`src/hw/rtl/srrc_pkg.sv`:
```
package srrc_pkg;

  // field widths
  localparam int SPEED_W    = 24;
  localparam int RATE_W     = 15;
  localparam int PER_W      = 20;
  localparam int DT_W       = 20;
  localparam int ACC_W      = 16;
  localparam int MS_W       = 3;
  localparam int REQ_W      = 2;
  localparam int FRAC_W     = 8;
  localparam int CFG_ADDR_W = 2;
  localparam int CFG_DATA_W = 16;

  // ramp limit: accel * dt * 256 / 1e6 stays below 2^25
  localparam int LIM_W      = 25;
  localparam int SLEW_W     = LIM_W + 1;
  localparam int MUL_W      = ACC_W + DT_W;
  localparam int MUL_CNT_W  = $clog2(DT_W + 1);
  localparam int DIV_NUM_W  = MUL_W + FRAC_W;
  localparam int DIV_DEN_W  = 20;
  localparam int DIV_CNT_W  = $clog2(DIV_NUM_W + 1);

  localparam int unsigned TICK_RATE_HZ_DEF = 1000000;

  localparam logic [DIV_DEN_W-1:0]     LIM_DIVISOR = DIV_DEN_W'(1000000);
  localparam logic signed [SLEW_W-1:0] SPEED_LIMIT = SLEW_W'(8388352);
  localparam logic [PER_W-1:0]         PERIOD_MAX  = '1;
  localparam logic [MS_W-1:0]          MS_MAX      = MS_W'(5);

  localparam logic [RATE_W-1:0] MAX_RATE_RST  = RATE_W'(1000);
  localparam logic [RATE_W-1:0] MIN_RATE_RST  = RATE_W'(10);
  localparam logic [ACC_W-1:0]  ACCEL_RST     = ACC_W'(2000);
  localparam logic [MS_W-1:0]   MICROSTEP_RST = MS_W'(4);

  typedef enum logic [REQ_W-1:0] {
    REQ_UPDATE = 2'd0,
    REQ_START  = 2'd1,
    REQ_STOP   = 2'd2
  } req_e;

  typedef enum logic [CFG_ADDR_W-1:0] {
    CFG_MAX_RATE  = 2'd0,
    CFG_MIN_RATE  = 2'd1,
    CFG_ACCEL     = 2'd2,
    CFG_MICROSTEP = 2'd3
  } cfg_e;

  typedef enum logic [2:0] {
    ST_IDLE,
    ST_MUL,
    ST_DIVL,
    ST_SLEW,
    ST_APPLY,
    ST_RATE,
    ST_DIVP,
    ST_FINISH
  } state_e;

  typedef struct packed {
    logic                 start;
    logic [DIV_CNT_W-1:0] iters;
  } div_cmd_t;

endpackage

```
`src/hw/rtl/srrc_mul.sv`:
```
// Bit-serial shift-add multiplier, one multiplier bit per cycle, LSB first.
module srrc_mul (
  input  logic                        clk_i,
  input  logic                        rst_ni,
  input  logic                        start_i,
  input  logic [srrc_pkg::ACC_W-1:0]  a_i,
  input  logic [srrc_pkg::DT_W-1:0]   b_i,
  output logic                        done_o,
  output logic [srrc_pkg::MUL_W-1:0]  prod_o
);

  logic [srrc_pkg::ACC_W-1:0]     a_q;
  logic [srrc_pkg::MUL_W-1:0]     prod_q, prod_d;
  logic [srrc_pkg::ACC_W:0]       sum;
  logic [srrc_pkg::MUL_CNT_W-1:0] cnt_q;
  logic                           busy_q;
  logic                           done_q;

  // high half accumulates, low half holds the remaining multiplier bits
  always_comb begin
    sum    = {1'b0, prod_q[srrc_pkg::MUL_W-1:srrc_pkg::DT_W]}
           + (prod_q[0] ? {1'b0, a_q} : '0);
    prod_d = {sum, prod_q[srrc_pkg::DT_W-1:1]};
  end

  always_ff @(posedge clk_i or negedge rst_ni) begin
    if (!rst_ni) begin
      busy_q <= 1'b0;
      done_q <= 1'b0;
      cnt_q  <= '0;
    end else begin
      done_q <= 1'b0;
      if (start_i) begin
        busy_q <= 1'b1;
        cnt_q  <= srrc_pkg::MUL_CNT_W'(srrc_pkg::DT_W);
      end else if (busy_q) begin
        cnt_q <= cnt_q - 1'b1;
        if (cnt_q == srrc_pkg::MUL_CNT_W'(1)) begin
          busy_q <= 1'b0;
          done_q <= 1'b1;
        end
      end
    end
  end

  always_ff @(posedge clk_i) begin
    if (start_i) begin
      a_q    <= a_i;
      prod_q <= {{srrc_pkg::ACC_W{1'b0}}, b_i};
    end else if (busy_q) begin
      prod_q <= prod_d;
    end
  end

  assign done_o = done_q;
  assign prod_o = prod_q;

endmodule

```
`src/hw/rtl/srrc_div.sv`:
```
// Restoring divider, one quotient bit per cycle, dividend consumed MSB first.
// The dividend is left-aligned; iters sets how many of its bits are used.
module srrc_div (
  input  logic                            clk_i,
  input  logic                            rst_ni,
  input  srrc_pkg::div_cmd_t              cmd_i,
  input  logic [srrc_pkg::DIV_NUM_W-1:0]  num_i,
  input  logic [srrc_pkg::DIV_DEN_W-1:0]  den_i,
  output logic                            done_o,
  output logic [srrc_pkg::DIV_NUM_W-1:0]  quot_o
);

  logic [srrc_pkg::DIV_NUM_W-1:0] num_q;
  logic [srrc_pkg::DIV_NUM_W-1:0] quot_q;
  logic [srrc_pkg::DIV_DEN_W-1:0] den_q;
  logic [srrc_pkg::DIV_DEN_W-1:0] rem_q, rem_d;
  logic [srrc_pkg::DIV_DEN_W:0]   trial, diff;
  logic                           ge;
  logic [srrc_pkg::DIV_CNT_W-1:0] cnt_q;
  logic                           busy_q;
  logic                           done_q;

  // remainder stays below the divisor, so the difference fits its width
  always_comb begin
    trial = {rem_q, num_q[srrc_pkg::DIV_NUM_W-1]};
    diff  = trial - {1'b0, den_q};
    ge    = trial >= {1'b0, den_q};
    rem_d = ge ? diff[srrc_pkg::DIV_DEN_W-1:0] : trial[srrc_pkg::DIV_DEN_W-1:0];
  end

  always_ff @(posedge clk_i or negedge rst_ni) begin
    if (!rst_ni) begin
      busy_q <= 1'b0;
      done_q <= 1'b0;
      cnt_q  <= '0;
    end else begin
      done_q <= 1'b0;
      if (cmd_i.start) begin
        busy_q <= 1'b1;
        cnt_q  <= cmd_i.iters;
      end else if (busy_q) begin
        cnt_q <= cnt_q - 1'b1;
        if (cnt_q == srrc_pkg::DIV_CNT_W'(1)) begin
          busy_q <= 1'b0;
          done_q <= 1'b1;
        end
      end
    end
  end

  always_ff @(posedge clk_i) begin
    if (cmd_i.start) begin
      num_q  <= num_i;
      den_q  <= den_i;
      rem_q  <= '0;
      quot_q <= '0;
    end else if (busy_q) begin
      num_q  <= {num_q[srrc_pkg::DIV_NUM_W-2:0], 1'b0};
      rem_q  <= rem_d;
      quot_q <= {quot_q[srrc_pkg::DIV_NUM_W-2:0], ge};
    end
  end

  assign done_o = done_q;
  assign quot_o = quot_q;

endmodule

```
`src/hw/rtl/stepper_rate_ramp_controller.sv`:
```
// Start, stop and rejected items go straight to ST_FINISH and then into the output register.
// Update items run a serial multiply of accel by elapsed_us, a serial divide for the ramp limit,
// the slew, apply and rate steps, and a serial divide for the step period, which is skipped when
// the clamped step rate is zero; the result then waits in ST_FINISH for the output register.
// One item in flight at a time; the next item is taken while a result waits.
// Async active-low reset: registers to defaults, speed zero, controller stopped.
module stepper_rate_ramp_controller #(
  parameter int unsigned TICK_RATE_HZ = srrc_pkg::TICK_RATE_HZ_DEF
) (
  input  logic                            clk_i,
  input  logic                            rst_ni,
  // config write channel
  input  logic                            cfg_valid_i,
  output logic                            cfg_ready_o,
  input  logic [srrc_pkg::CFG_ADDR_W-1:0] cfg_addr_i,
  input  logic [srrc_pkg::CFG_DATA_W-1:0] cfg_data_i,
  // input items
  input  logic                            s_axis_tvalid_i,
  output logic                            s_axis_tready_o,
  input  logic [47:0]                     s_axis_tdata_i,  // target_speed_q8, elapsed_us
  input  logic [srrc_pkg::REQ_W-1:0]      s_axis_tuser_i,  // req_type
  // result items
  output logic                            m_axis_tvalid_o,
  input  logic                            m_axis_tready_i,
  // speed_now_q8, step_rate, step_period, direction, direction_written, pulses_running
  output logic [63:0]                     m_axis_tdata_o,
  output logic                            m_axis_tuser_o   // status
);

  localparam int TICK_W = $clog2(TICK_RATE_HZ + 1);
  localparam logic [srrc_pkg::DIV_NUM_W-1:0] TICK_NUM =
    (srrc_pkg::DIV_NUM_W)'(TICK_RATE_HZ) << (srrc_pkg::DIV_NUM_W - TICK_W);
  localparam logic [srrc_pkg::DIV_CNT_W-1:0] TICK_ITERS = (srrc_pkg::DIV_CNT_W)'(TICK_W);
  localparam logic [srrc_pkg::DIV_CNT_W-1:0] LIM_ITERS =
    (srrc_pkg::DIV_CNT_W)'(srrc_pkg::DIV_NUM_W);

  localparam int SW = srrc_pkg::SLEW_W;

  srrc_pkg::state_e state_q, state_d;

  // config
  logic [srrc_pkg::RATE_W-1:0] max_rate_q, min_rate_q;
  logic [srrc_pkg::ACC_W-1:0]  accel_q;
  logic [srrc_pkg::MS_W-1:0]   ms_q;

  // controller state
  logic signed [srrc_pkg::SPEED_W-1:0] speed_q;
  logic dir_level_q, dir_known_q, pulse_q, running_q;

  // per-item work registers
  logic [srrc_pkg::SPEED_W-1:0]       tgt_q;
  logic [srrc_pkg::LIM_W-1:0]         lim_q;
  logic signed [srrc_pkg::LIM_W-1:0]  dcl_q;
  logic                               res_status_q, res_written_q;
  logic [srrc_pkg::RATE_W-1:0]        res_rate_q;
  logic [srrc_pkg::PER_W-1:0]         res_period_q;

  // output register
  logic                               out_valid_q;
  logic                               out_status_q, out_dir_q, out_written_q, out_pulse_q;
  logic [srrc_pkg::SPEED_W-1:0]       out_speed_q;
  logic [srrc_pkg::RATE_W-1:0]        out_rate_q;
  logic [srrc_pkg::PER_W-1:0]         out_period_q;

  logic                               accept, out_load, mul_start, mul_done, div_done;
  srrc_pkg::div_cmd_t                 div_cmd;
  srrc_pkg::req_e                     req_c;
  logic [srrc_pkg::MUL_W-1:0]         mul_prod;
  logic [srrc_pkg::DIV_NUM_W-1:0]     div_num, div_quot;
  logic [srrc_pkg::DIV_DEN_W-1:0]     div_den;

  logic signed [SW-1:0]               tgt_x, spd_x, delta, lim_x, nlim_x, slew_c, sum_c;
  logic signed [srrc_pkg::SPEED_W-1:0] speed_sat;
  logic [srrc_pkg::SPEED_W-1:0]       speed_abs;
  logic [srrc_pkg::RATE_W-1:0]        mag, rate_clamp, rate_c;
  logic [srrc_pkg::MS_W-1:0]          sh;
  logic [srrc_pkg::DIV_DEN_W-1:0]     freq;
  logic [srrc_pkg::PER_W-1:0]         period_c;
  logic                               want_dir;

  assign req_c = srrc_pkg::req_e'(s_axis_tuser_i);

  // ---------------- arithmetic ----------------
  always_comb begin
    tgt_x  = {{(SW - srrc_pkg::SPEED_W){tgt_q[srrc_pkg::SPEED_W-1]}}, tgt_q};
    spd_x  = {{(SW - srrc_pkg::SPEED_W){speed_q[srrc_pkg::SPEED_W-1]}}, speed_q};
    delta  = tgt_x - spd_x;
    lim_x  = {1'b0, lim_q};
    nlim_x = -lim_x;
    if (delta > lim_x)       slew_c = lim_x;
    else if (delta < nlim_x) slew_c = nlim_x;
    else                     slew_c = delta;

    sum_c = spd_x + {dcl_q[srrc_pkg::LIM_W-1], dcl_q};
    if (sum_c > srrc_pkg::SPEED_LIMIT)       speed_sat = srrc_pkg::SPEED_W'(srrc_pkg::SPEED_LIMIT);
    else if (sum_c < -srrc_pkg::SPEED_LIMIT) speed_sat = srrc_pkg::SPEED_W'(-srrc_pkg::SPEED_LIMIT);
    else                                     speed_sat = sum_c[srrc_pkg::SPEED_W-1:0];

    // magnitude never exceeds 2^23, whole part is 15 bits
    want_dir   = speed_q[srrc_pkg::SPEED_W-1];
    speed_abs  = want_dir ? -speed_q : speed_q;
    mag        = speed_abs[srrc_pkg::FRAC_W +: srrc_pkg::RATE_W];
    rate_clamp = (mag > max_rate_q) ? max_rate_q : mag;
    rate_c     = (rate_clamp < min_rate_q) ? '0 : rate_clamp;
    sh         = (ms_q > srrc_pkg::MS_MAX) ? srrc_pkg::MS_MAX : ms_q;
    freq       = srrc_pkg::DIV_DEN_W'(rate_c) << sh;

    if (|div_quot[srrc_pkg::DIV_NUM_W-1:srrc_pkg::PER_W])
      period_c = srrc_pkg::PERIOD_MAX;
    else if (div_quot[srrc_pkg::PER_W-1:0] == '0)
      period_c = srrc_pkg::PER_W'(1);
    else
      period_c = div_quot[srrc_pkg::PER_W-1:0];
  end

  // divider is shared by the ramp limit and the step period
  always_comb begin
    if (state_q == srrc_pkg::ST_RATE) begin
      div_num = TICK_NUM;
      div_den = freq;
    end else begin
      div_num = {mul_prod, {srrc_pkg::FRAC_W{1'b0}}};
      div_den = srrc_pkg::LIM_DIVISOR;
    end
  end

  srrc_mul u_mul (
    .clk_i   (clk_i),
    .rst_ni  (rst_ni),
    .start_i (mul_start),
    .a_i     (accel_q),
    .b_i     (s_axis_tdata_i[srrc_pkg::SPEED_W +: srrc_pkg::DT_W]),
    .done_o  (mul_done),
    .prod_o  (mul_prod)
  );

  srrc_div u_div (
    .clk_i  (clk_i),
    .rst_ni (rst_ni),
    .cmd_i  (div_cmd),
    .num_i  (div_num),
    .den_i  (div_den),
    .done_o (div_done),
    .quot_o (div_quot)
  );

  // ---------------- sequencer ----------------
  always_ff @(posedge clk_i or negedge rst_ni) begin
    if (!rst_ni) state_q <= srrc_pkg::ST_IDLE;
    else         state_q <= state_d;
  end

  always_comb begin
    state_d       = state_q;
    accept        = 1'b0;
    out_load      = 1'b0;
    mul_start     = 1'b0;
    div_cmd.start = 1'b0;
    div_cmd.iters = LIM_ITERS;
    unique case (state_q)
      srrc_pkg::ST_IDLE: begin
        if (s_axis_tvalid_i) begin
          accept = 1'b1;
          if (req_c == srrc_pkg::REQ_UPDATE && running_q) begin
            mul_start = 1'b1;
            state_d   = srrc_pkg::ST_MUL;
          end else begin
            state_d = srrc_pkg::ST_FINISH;
          end
        end
      end
      srrc_pkg::ST_MUL: begin
        if (mul_done) begin
          div_cmd.start = 1'b1;
          state_d       = srrc_pkg::ST_DIVL;
        end
      end
      srrc_pkg::ST_DIVL: begin
        if (div_done) state_d = srrc_pkg::ST_SLEW;
      end
      srrc_pkg::ST_SLEW:  state_d = srrc_pkg::ST_APPLY;
      srrc_pkg::ST_APPLY: state_d = srrc_pkg::ST_RATE;
      srrc_pkg::ST_RATE: begin
        if (rate_c != '0) begin
          div_cmd.start = 1'b1;
          div_cmd.iters = TICK_ITERS;
          state_d       = srrc_pkg::ST_DIVP;
        end else begin
          state_d = srrc_pkg::ST_FINISH;
        end
      end
      srrc_pkg::ST_DIVP: begin
        if (div_done) state_d = srrc_pkg::ST_FINISH;
      end
      srrc_pkg::ST_FINISH: begin
        if (!out_valid_q || m_axis_tready_i) begin
          out_load = 1'b1;
          state_d  = srrc_pkg::ST_IDLE;
        end
      end
      default: state_d = srrc_pkg::ST_IDLE;
    endcase
  end

  // ---------------- config ----------------
  always_ff @(posedge clk_i or negedge rst_ni) begin
    if (!rst_ni) begin
      max_rate_q <= srrc_pkg::MAX_RATE_RST;
      min_rate_q <= srrc_pkg::MIN_RATE_RST;
      accel_q    <= srrc_pkg::ACCEL_RST;
      ms_q       <= srrc_pkg::MICROSTEP_RST;
    end else if (cfg_valid_i) begin
      unique case (srrc_pkg::cfg_e'(cfg_addr_i))
        srrc_pkg::CFG_MAX_RATE:  max_rate_q <= cfg_data_i[srrc_pkg::RATE_W-1:0];
        srrc_pkg::CFG_MIN_RATE:  min_rate_q <= cfg_data_i[srrc_pkg::RATE_W-1:0];
        srrc_pkg::CFG_ACCEL:     accel_q    <= cfg_data_i[srrc_pkg::ACC_W-1:0];
        srrc_pkg::CFG_MICROSTEP: ms_q       <= cfg_data_i[srrc_pkg::MS_W-1:0];
        default: ;
      endcase
    end
  end

  assign cfg_ready_o = 1'b1;

  // ---------------- controller state and item work ----------------
  always_ff @(posedge clk_i or negedge rst_ni) begin
    if (!rst_ni) begin
      speed_q       <= '0;
      dir_level_q   <= 1'b0;
      dir_known_q   <= 1'b0;
      pulse_q       <= 1'b0;
      running_q     <= 1'b0;
      tgt_q         <= '0;
      lim_q         <= '0;
      dcl_q         <= '0;
      res_status_q  <= 1'b0;
      res_written_q <= 1'b0;
      res_rate_q    <= '0;
      res_period_q  <= '0;
    end else begin
      case (state_q)
        srrc_pkg::ST_IDLE: begin
          if (accept) begin
            tgt_q         <= s_axis_tdata_i[srrc_pkg::SPEED_W-1:0];
            res_status_q  <= 1'b0;
            res_written_q <= 1'b0;
            res_rate_q    <= '0;
            res_period_q  <= '0;
            case (req_c)
              srrc_pkg::REQ_START: begin
                if (running_q) res_status_q <= 1'b1;
                else           running_q    <= 1'b1;
              end
              srrc_pkg::REQ_STOP: begin
                if (running_q) begin
                  speed_q   <= '0;
                  pulse_q   <= 1'b0;
                  running_q <= 1'b0;
                end
              end
              srrc_pkg::REQ_UPDATE: begin
                if (!running_q) res_status_q <= 1'b1;
              end
              default: res_status_q <= 1'b1;
            endcase
          end
        end
        srrc_pkg::ST_DIVL: begin
          if (div_done) lim_q <= div_quot[srrc_pkg::LIM_W-1:0];
        end
        srrc_pkg::ST_SLEW:  dcl_q   <= slew_c[srrc_pkg::LIM_W-1:0];
        srrc_pkg::ST_APPLY: speed_q <= speed_sat;
        srrc_pkg::ST_RATE: begin
          res_rate_q <= rate_c;
          if (rate_c == '0) begin
            pulse_q <= 1'b0;
          end else if (!dir_known_q || dir_level_q != want_dir) begin
            // direction change or first move: pin written before pulses resume
            dir_level_q   <= want_dir;
            dir_known_q   <= 1'b1;
            res_written_q <= 1'b1;
          end
        end
        srrc_pkg::ST_DIVP: begin
          if (div_done) begin
            res_period_q <= period_c;
            pulse_q      <= 1'b1;
          end
        end
        default: ;
      endcase
    end
  end

  // ---------------- output register ----------------
  always_ff @(posedge clk_i or negedge rst_ni) begin
    if (!rst_ni) begin
      out_valid_q <= 1'b0;
    end else if (out_load) begin
      out_valid_q <= 1'b1;
    end else if (m_axis_tready_i) begin
      out_valid_q <= 1'b0;
    end
  end

  always_ff @(posedge clk_i) begin
    if (out_load) begin
      out_status_q  <= res_status_q;
      out_speed_q   <= speed_q;
      out_rate_q    <= res_rate_q;
      out_period_q  <= res_period_q;
      out_dir_q     <= dir_level_q;
      out_written_q <= res_written_q;
      out_pulse_q   <= pulse_q;
    end
  end

  assign s_axis_tready_o = (state_q == srrc_pkg::ST_IDLE);
  assign m_axis_tvalid_o = out_valid_q;
  assign m_axis_tuser_o  = out_status_q;
  assign m_axis_tdata_o  = {2'b00, out_pulse_q, out_written_q, out_dir_q,
                            out_period_q, out_rate_q, out_speed_q};

`ifndef SYNTHESIS
  a_pulse_needs_run: assert property (@(posedge clk_i) disable iff (!rst_ni)
    pulse_q |-> running_q)
    else $error("pulse train active while controller stopped");

  a_pulse_needs_dir: assert property (@(posedge clk_i) disable iff (!rst_ni)
    pulse_q |-> dir_known_q)
    else $error("pulses running before direction pin was written");

  a_stopped_speed: assert property (@(posedge clk_i) disable iff (!rst_ni)
    !running_q |-> speed_q == '0)
    else $error("nonzero speed while stopped");

  a_err_fields: assert property (@(posedge clk_i) disable iff (!rst_ni)
    (out_valid_q && out_status_q) |-> (out_rate_q == '0 && out_period_q == '0))
    else $error("rejected item carries a rate or period");

  a_period_done: assert property (@(posedge clk_i) disable iff (!rst_ni)
    (state_q == srrc_pkg::ST_DIVP && div_done) |=> (state_q == srrc_pkg::ST_FINISH && pulse_q))
    else $error("period result not taken");
`endif

endmodule

```
`config.mk`:
```
export PLATFORM = sky130hd
export DESIGN_NAME = stepper_rate_ramp_controller
export DESIGN_NICKNAME = d
export VERILOG_FILES = /design/src/hw/rtl/srrc_pkg.sv /design/src/hw/rtl/srrc_mul.sv /design/src/hw/rtl/srrc_div.sv /design/src/hw/rtl/stepper_rate_ramp_controller.sv
export SDC_FILE = /design/constraint.sdc
export NUM_CORES = 1
export LEC_CHECK = 0
export BUFFER_PORTS_ARGS = -buffer_cell sky130_fd_sc_hd__buf_2
export CORE_ASPECT_RATIO = 0.6
export CORE_MARGIN = 1.5
export CORE_UTILIZATION = 50
export DETAILED_ROUTE_END_ITERATION = 10
export MAX_ROUTING_LAYER = met4
export PLACE_DENSITY_LB_ADDON = 0.3
export SYNTH_ARGS = -nofsm -noshare
export SYNTH_HDL_FRONTEND = slang
export SYNTH_HIERARCHICAL = 1
export SYNTH_SLANG_ARGS = --single-unit
```
`constraint.sdc`:
```
create_clock -name clk_i -period 9.2 [get_ports clk_i]
set_clock_uncertainty 0.2 [all_clocks]
set_input_delay 1.38 -clock clk_i [delete_from_list [all_inputs] [get_ports clk_i]]
set_output_delay 1.38 -clock clk_i [all_outputs]
set_load 0.02 [all_outputs]
```
# Word-level counts from Yosys, hierarchy flattened
# Index checks and enable logic that the tools add are counted.
# Widths: inputs -> output; s select.
# totals
reg_bits	450
input_bits	73
out_inout_bits	68
wordCells	193
# classes
add_sub_neg	8
order_cmp	8
eq_ne	26
n_shift	1
mux	77
n_bitwise	1
n_reduce_logical	34
# op_table
operator	n
$mux 20	7
$mux 44	3
$mux 24	5
$mux 25	2
$pmux 24 s2	1
$mux 15	3
$pmux 20 s2	1
$mux 1	33
$pmux 15 s2	1
$add 24x25->26	1
$gt 25x26->1	1
$gt 26x24->1 const B	1
$lt 25x26->1	1
$lt 26x24->1 const B	1
$neg 25->26	1
$sub 24x24->25	1
$pmux 3 s8	1
$reduce_or 24->1	1
$mux 23	1
$neg 23->23	1
$ge 21x20->1	1
$mux 3	7
$logic_not 20->1	1
$shl 15x3->20	1
38 further kinds	78

# Logic depth before layout (Yosys ltp)
# Gate-level depths: netlist of run 1.
# depth
word_depth	10
depth_mapped	33
ltp_nobuf	27

# By module
# The synthesis of run 1 kept the hierarchy.
# modules_own_cells
module	instances	cells_each	area_per_inst_um2	seq_area_each_um2
stepper_rate_ramp_controller	1	1769	16602.2	6715.2
srrc_div	1	583	6462.4	3403.3
srrc_mul	1	271	3108.0	1576.5

# Least setup slack after synthesis of run 1
# No wires, ideal clock.
# synth_path
kind	reg-to-reg
start	register speed_q[10] (netlist bit)
end	register u_div/num_q[0] (netlist bit) (enable)
setup_time_ns	0.459
t_arrival_ns	7.184
required_time_ns	8.541
setup_slack_ns	1.358
path_stages_with_launch	31
n_path_buf	6
synth_period_minus_slack_ns	7.842
cell_sequence	dfrtp_1 clkbuf_1 or4_1 nor4_2 nand4_1 o31ai_1 xnor2_1 ha_1 nand4_1 or2_2 a21oi_1 o32a_1 buf_1 buf_2 clkbuf_1 a21oi_1 ha_1 a21o_1 a21oi_1 nor2b_1 o21ai_0 nand2b_1 a21oi_1 o21ai_0 a211o_1 buf_2 nand3_2 nand2_1 clkbuf_1 nor2_1 inv_1
# synth_rtl
element	line_no	rtl
from (decl)	stepper_rate_ramp_controller.sv:47	logic signed [srrc_pkg::SPEED_W-1:0] speed_q;
from (signal assigned)	stepper_rate_ramp_controller.sv:272	srrc_pkg::ST_APPLY: speed_q <= speed_sat;
to (signal assigned)	srrc_div.sv:53	num_q <= num_i;
to (signal assigned)	srrc_div.sv:58	num_q <= {num_q[srrc_pkg::DIV_NUM_W-2:0], 1'b0};
to (decl)	srrc_div.sv:13	logic [srrc_pkg::DIV_NUM_W-1:0] num_q;

==> impl_metrics.ini, run 1 <==
[sta]
drv_slew = 0
fmax_ghz = 0.125
rsz0062_at_grt = false
setup_viol = 0
max_slew_margin_pct = 14.3
max_slew.worst_pin.slew_ns = 1.28
fin_crit_sh_pct = 86.8
hold_viol_final = 0
min_period_ns = 7.98
setup_ws_ns = 1.22
tns_ns = 0

[run]
drv_cap = 0

[floorplanning]
coreArea_um2 = 51300
start_util_pct = 51.0
die_x_um = 298
row_count = 64
die_area_um2 = 53800
die_h_um = 180
num_io_pins = 141

[route]
routed_via_density = 5.87
vias = 20185
routed_wl_mm = 71.7
route.detailed.drc = 0
ant_nets = 0
drtIter0Drc = 1885
route.detailed.wl_per_inst_um = 20.8
drt_pass1_iterations = 5

[finish]
final_common_cell = nand2_1
drive_above_1_share_pct = 15.3
syn_to_final_growth_pct = 10.3
nNetsFinal = 2961
final_cell_mix = nand2_1, dfrtp_1, nor2_1
fill_cells = 4438
num_antenna_cells = 0

[clock_tree]
clk_latency_ns = 0.58
numCtsBuffers = 44
path_clk_slew_ns = 0.07
root_buffer = clkbuf_16
cts_tree = done
htreeDepth = 2
ctsLongestPathBuffers = 3
clock_sinks = 450
cts_hold_buf = 0
cts-resized-gates = 0
post-cts-setup-buffers = 0

[place]
numPortBuffers = 133
place_ws_ns = 1.34
gp_congestion = 0.945
dp_hpwl_mm = 53.0

[worst_setup_path]
path_cells = or4_1, nor4_2, nand4_1, o31ai_1, xnor2_1, ha_1, nand4_1, or2_2, a21oi_1, o32a_1, buf_4, mux2i_1, inv_1, ha_1, nand4_1, or2_2, nor3_1, a211o_1, nand3_2, nand2_4, buf_4, mux2_2
cp.required_ns = 9.31
critical-path-top-delay-family = simple AND/OR/NAND/NOR gates
critPathBufInv = 3
startpoint_type = register
critical_path_class = register to register
worstPathArrival_ns = 8.09
cp_slowest_cell = or4_1
critPathMaxStageDelay_ns = 0.67
crit_fanout = 53
cp_common_cell = nand4_1
end_kind = register

[worst_hold_path]
hold_class = register to register

[synthesis]
yosysTopAreaCellShare_pct = 18.7
async_flop_share_pct = 46.0
synth_mux_area_share_pct = 8.62
synth_fa_ha_area_share_pct = 8.53
synthFlopType = dfrtp_1
yosysWarnings = 6
ys_types = 113
synth_area_leader_cell = edfxtp_1
synth-compound-area-share_pct = 15.6
synthCells = 2623
synth_top_family_by_area = compound AO/OA/AOI/OAI gates
ys_seq_area_share_pct = 44.7
syn_area_um2 = 26200
synth_edf_count = 163
synth-seq-cells = 450
synth-xor-area-share_pct = 3.65
ys_top_cells_by_area = edfxtp_1, dfrtp_1, ha_1, dfxtp_1, mux2_2
synth-simple-area-share_pct = 14.3
synth_area_per_cell_um2 = 9.98

[global_routing]
grt_max_degree = 96
antenna_found_initial = 0
grt_pass1_vias = 18992
grt_use_total_pct = 27.3
grt_pass1_wl_mm = 112
gr-total-overflow = 0

[run_status]
outcome = completed
routing by layer:
| layer | vias up | track usage (%) | wire length [um] |
|---|---|---|---|
| met5 | - | - | 0 |
| met4 | 0 | 4.71 | 1210 |
| met3 | 80 | 6.52 | 6510 |
| met2 | 721 | 34.1 | 26800 |
| met1 | 9802 | 43.7 | 37100 |
| li1 | 9582 | - | - |
stage by stage:
stage | area [um^2] | cells | utilization [%] | hold WS, ns
3_5_place_dp | 27400 | 3359 | 53.4 | 0.229
2_1_floorplan | 26200 | 2635 | - | 0.219
4_1_cts | 28900 | 3440 | 56.3 | 0.244
5_1_grt | 28900 | 3440 | 56.3 | 0.254
3_3_place_gp | 27400 | 3359 | 53.4 | 0.224
6_report | 28900 | 3440 | 56.3 | 0.237
synth_stat cells, types with 79 or more instances:
cell type  number
clkbuf_1       83
edfxtp_1      163
ha_1          172
mux2i_1        84
a21oi_1       164
o21ai_0       148
inv_1         165
xnor2_1        79
dfrtp_1       192
nor2_1        193
nand2_1       262
mux2_2        106
dfxtp_1        80
path summary, 6_finish.rpt:
check / from / endpoint / slack [ns] / cells after the start
setup / recovery: speed_q[0] / u_div/num_q[27] / 1.22 / 22
hold reg to reg: res_written_q / out_written_q / 0.24 / 0
hold / removal: res_written_q / out_written_q / 0.24 / 0
setup reg to reg: speed_q[0] / u_div/num_q[27] / 1.22 / 22
min in group asynchronous: rst_ni / u_mul/cnt_q[4] / 0.63 / 1
max in group asynchronous: rst_ni / max_rate_q[4] / 6.81 / 2
kinds of logic after synthesis:
group                      Yosys count
adders and majority gates          176
other                                2
DFF                                450
and+or+nand+nor                    775
muxes                              201
buffers and inverters              290
xor gates and xnor gates           109
AOI/OAI and AO/OA                  620
layout make-up:
class	instances	area (um^2)	area share, %
Clock inverter	24	283	0.979
Sequential cell	450	11700	40.5
Timing Repair Buffer	154	833	2.89
Tap cell	693	867	3.00
Clock buffer	57	1190	4.13
Inverter	167	627	2.17
Multi-Input combinational cell	1895	13400	46.3
sequential cells by signal (all words and copies together) (netlist names), 20 cells and up:
register,cells
speed_q,24
u_div/quot_o,44
out_period_q,20
dcl_q,25
u_mul/prod_o,36
out_speed_q,24
u_div/rem_q,20
tgt_q,24
lim_q,25
u_div/num_q,44
u_div/den_q,20
res_period_q,20
Power of run 1 is left out: the tool's default activity adds up to more than one toggle a clock period on the data nets, which glitch-free logic cannot reach.
==> run 2: changes to the inputs <==
==> constraint.sdc (replaced) <==
create_clock -name clk_i -period 9.35 [get_ports clk_i]
set_clock_uncertainty 0.2 [all_clocks]
set_input_delay 1.4025 -clock clk_i [delete_from_list [all_inputs] [get_ports clk_i]]
set_output_delay 1.4025 -clock clk_i [all_outputs]
set_load 0.02 [all_outputs]
==> run 2 against run 1 <==
Net effect:
- global-route usage is 0.44 points lower
- hold slack better by 0.0028 ns
- sequential cell count is the same
- utilization increased by 0.17 points
- largest cell class unchanged
- highest routed layer unchanged
==> impl_metrics.ini, run 2 (synthesis results as in run 1) <==
[place]
dp_hpwl_mm = 52.5
numPortBuffers = 133
gp_congestion = 0.941
dpl_cell_area_um2 = 27400

[global_routing]
gr-total-overflow = 0
grt_max_degree = 78
grt_pass1_wl_mm = 111
grt_use_total_pct = 26.8
antenna_found_initial = 4
grt_pass1_vias = 19189

[route]
drtIter0Drc = 2139
route.detailed.wl_per_inst_um = 20.6
routed_via_density = 5.90
route.detailed.drc = 0
drt_pass1_iterations = 6
vias = 20322
ant_nets = 0
routed_wl_mm = 70.9

[floorplanning]
coreArea_um2 = 51300
die_x_um = 298
num_io_pins = 141
die_area_um2 = 53800
row_count = 64
start_util_pct = 51.0
die_h_um = 180

[run]
drv_cap = 0

[clock_tree]
path_clk_slew_ns = 0.06
clk_latency_ns = 0.58
clock_sinks = 450
cts_tree = done
htreeDepth = 2
numCtsBuffers = 44
post-cts-setup-buffers = 0
cts-resized-gates = 0
cts_hold_buf = 0
root_buffer = clkbuf_16
ctsLongestPathBuffers = 3

[finish]
nNetsFinal = 2961
final_cell_mix = nand2_1, dfrtp_1, nor2_1
final_common_cell = nand2_1
fill_cells = 4404
stdcell_area_um2 = 29000
drive_above_1_share_pct = 15.2
syn_to_final_growth_pct = 10.7

[worst_hold_path]
hold_class = register to register
hold_path.startpoint = accel_q[11]
hold_path_depth = 0
holdPathEnd = u_mul/a_q[11]

[worst_setup_path]
startpoint_type = register
cp_common_cell = nand4_1
reg2regPathDepth = 22
reg2reg_from = speed_q[0]
path_cells = or4_1, nor4_2, nand4_1, o31ai_1, xnor2_1, ha_1, nand4_1, or2_2, a21oi_1, o32a_1, mux2i_1, inv_1, ha_1, nand4_1, or2_2, nor3_1, a211o_1, nand3_2, nand2_4, buf_4, buf_4, nor2_1
end_kind = register
cp_slowest_cell = o32a_1
critPathBufInv = 3
r2r-end = u_div/quot_o[33]
crit_fanout = 44
r2r_slack_ns = 1.41
critical-path-top-delay-family = simple AND/OR/NAND/NOR gates
critical_path_class = register to register
cp.required_ns = 9.59
critPathMaxStageDelay_ns = 0.72
worstPathArrival_ns = 8.18

[sta]
fmax_ghz = 0.126
fin_crit_sh_pct = 84.9
tns_ns = 0
min_period_ns = 7.94
max_slew_margin_pct = 10.4
rsz0062_at_grt = false
drv_slew = 0
hold_viol_final = 0
setup_viol = 0
max_slew.worst_pin.slew_ns = 1.34

[run_status]
outcome = completed
==> run 2: changes by cell type in the layout (fill, tap and decap cells not counted), sizes merged <==
cell	previous run	this run
diode	0	4
bufinv	5	7
clkinvlp	4	2
clkbuf	57	56
clkinv	15	16
inv	167	168
==> run 2: metal layers <==
layer | global-route usage [%] | up-vias | routed length [um]
met5 | - | - | 0
met4 | 5.10 | 0 | 1090
met3 | 5.67 | 71 | 6470
met2 | 34.0 | 774 | 27300
met1 | 42.9 | 9863 | 36000
li1 | - | 9614 | -
==> run 2: per-stage QoR <==
stage / hold WS (ns) / setup slack (ns) / utilization, % / instances
4_1_cts: 0.241 / 1.47 / 56.4 / 3441
2_1_floorplan: 0.219 / 1.51 / - / 2635
6_report: 0.240 / 1.41 / 56.4 / 3445
3_5_place_dp: 0.228 / 1.45 / 53.4 / 3359
3_3_place_gp: 0.223 / 1.68 / 53.4 / 3359
5_1_grt: 0.245 / 0.791 / 56.4 / 3445
==> run 2: area by class of cell <==
type / instances / area, um^2 / area share [%]
Sequential cell: 450 / 11700 / 40.4
Multi-Input combinational cell: 1895 / 13400 / 46.2
Tap cell: 693 / 867 / 2.99
Antenna cell: 4 / 10.0 / 0.0346
Clock buffer: 56 / 1220 / 4.21
Timing Repair Buffer: 154 / 833 / 2.88
Clock inverter: 26 / 342 / 1.18
Inverter: 167 / 627 / 2.16
==> run 2: worst max-delay path by stage <==
stage,from,end,depth (start not counted)
finish,speed_q[0],u_div/quot_o[33],22
global route,speed_q[0],u_div/quot_o[36],22
CTS,speed_q[0],u_div/quot_o[33],22
detailed placement,speed_q[0],u_div/quot_o[33],22
global placement,speed_q[0],u_div/quot_o[5],22
floorplan,speed_q[10],u_div/num_q[0],30
==> run 2: worst reg2reg max path, cell delays in order (launching register included) <==
cell     delay (ns)
dfrtp_1        0.46
or4_1          0.66
nor4_2         0.50
nand4_1        0.23
o31ai_1        0.29
xnor2_1        0.16
ha_1           0.32
nand4_1        0.12
or2_2          0.32
a21oi_1        0.11
o32a_1         0.72
mux2i_1        0.52
inv_1          0.14
ha_1           0.34
nand4_1        0.09
or2_2          0.31
nor3_1         0.19
a211o_1        0.43
nand3_2        0.33
nand2_4        0.34
buf_4          0.44
buf_4          0.49
nor2_1         0.12
Power of run 2 is left out for the same reason.
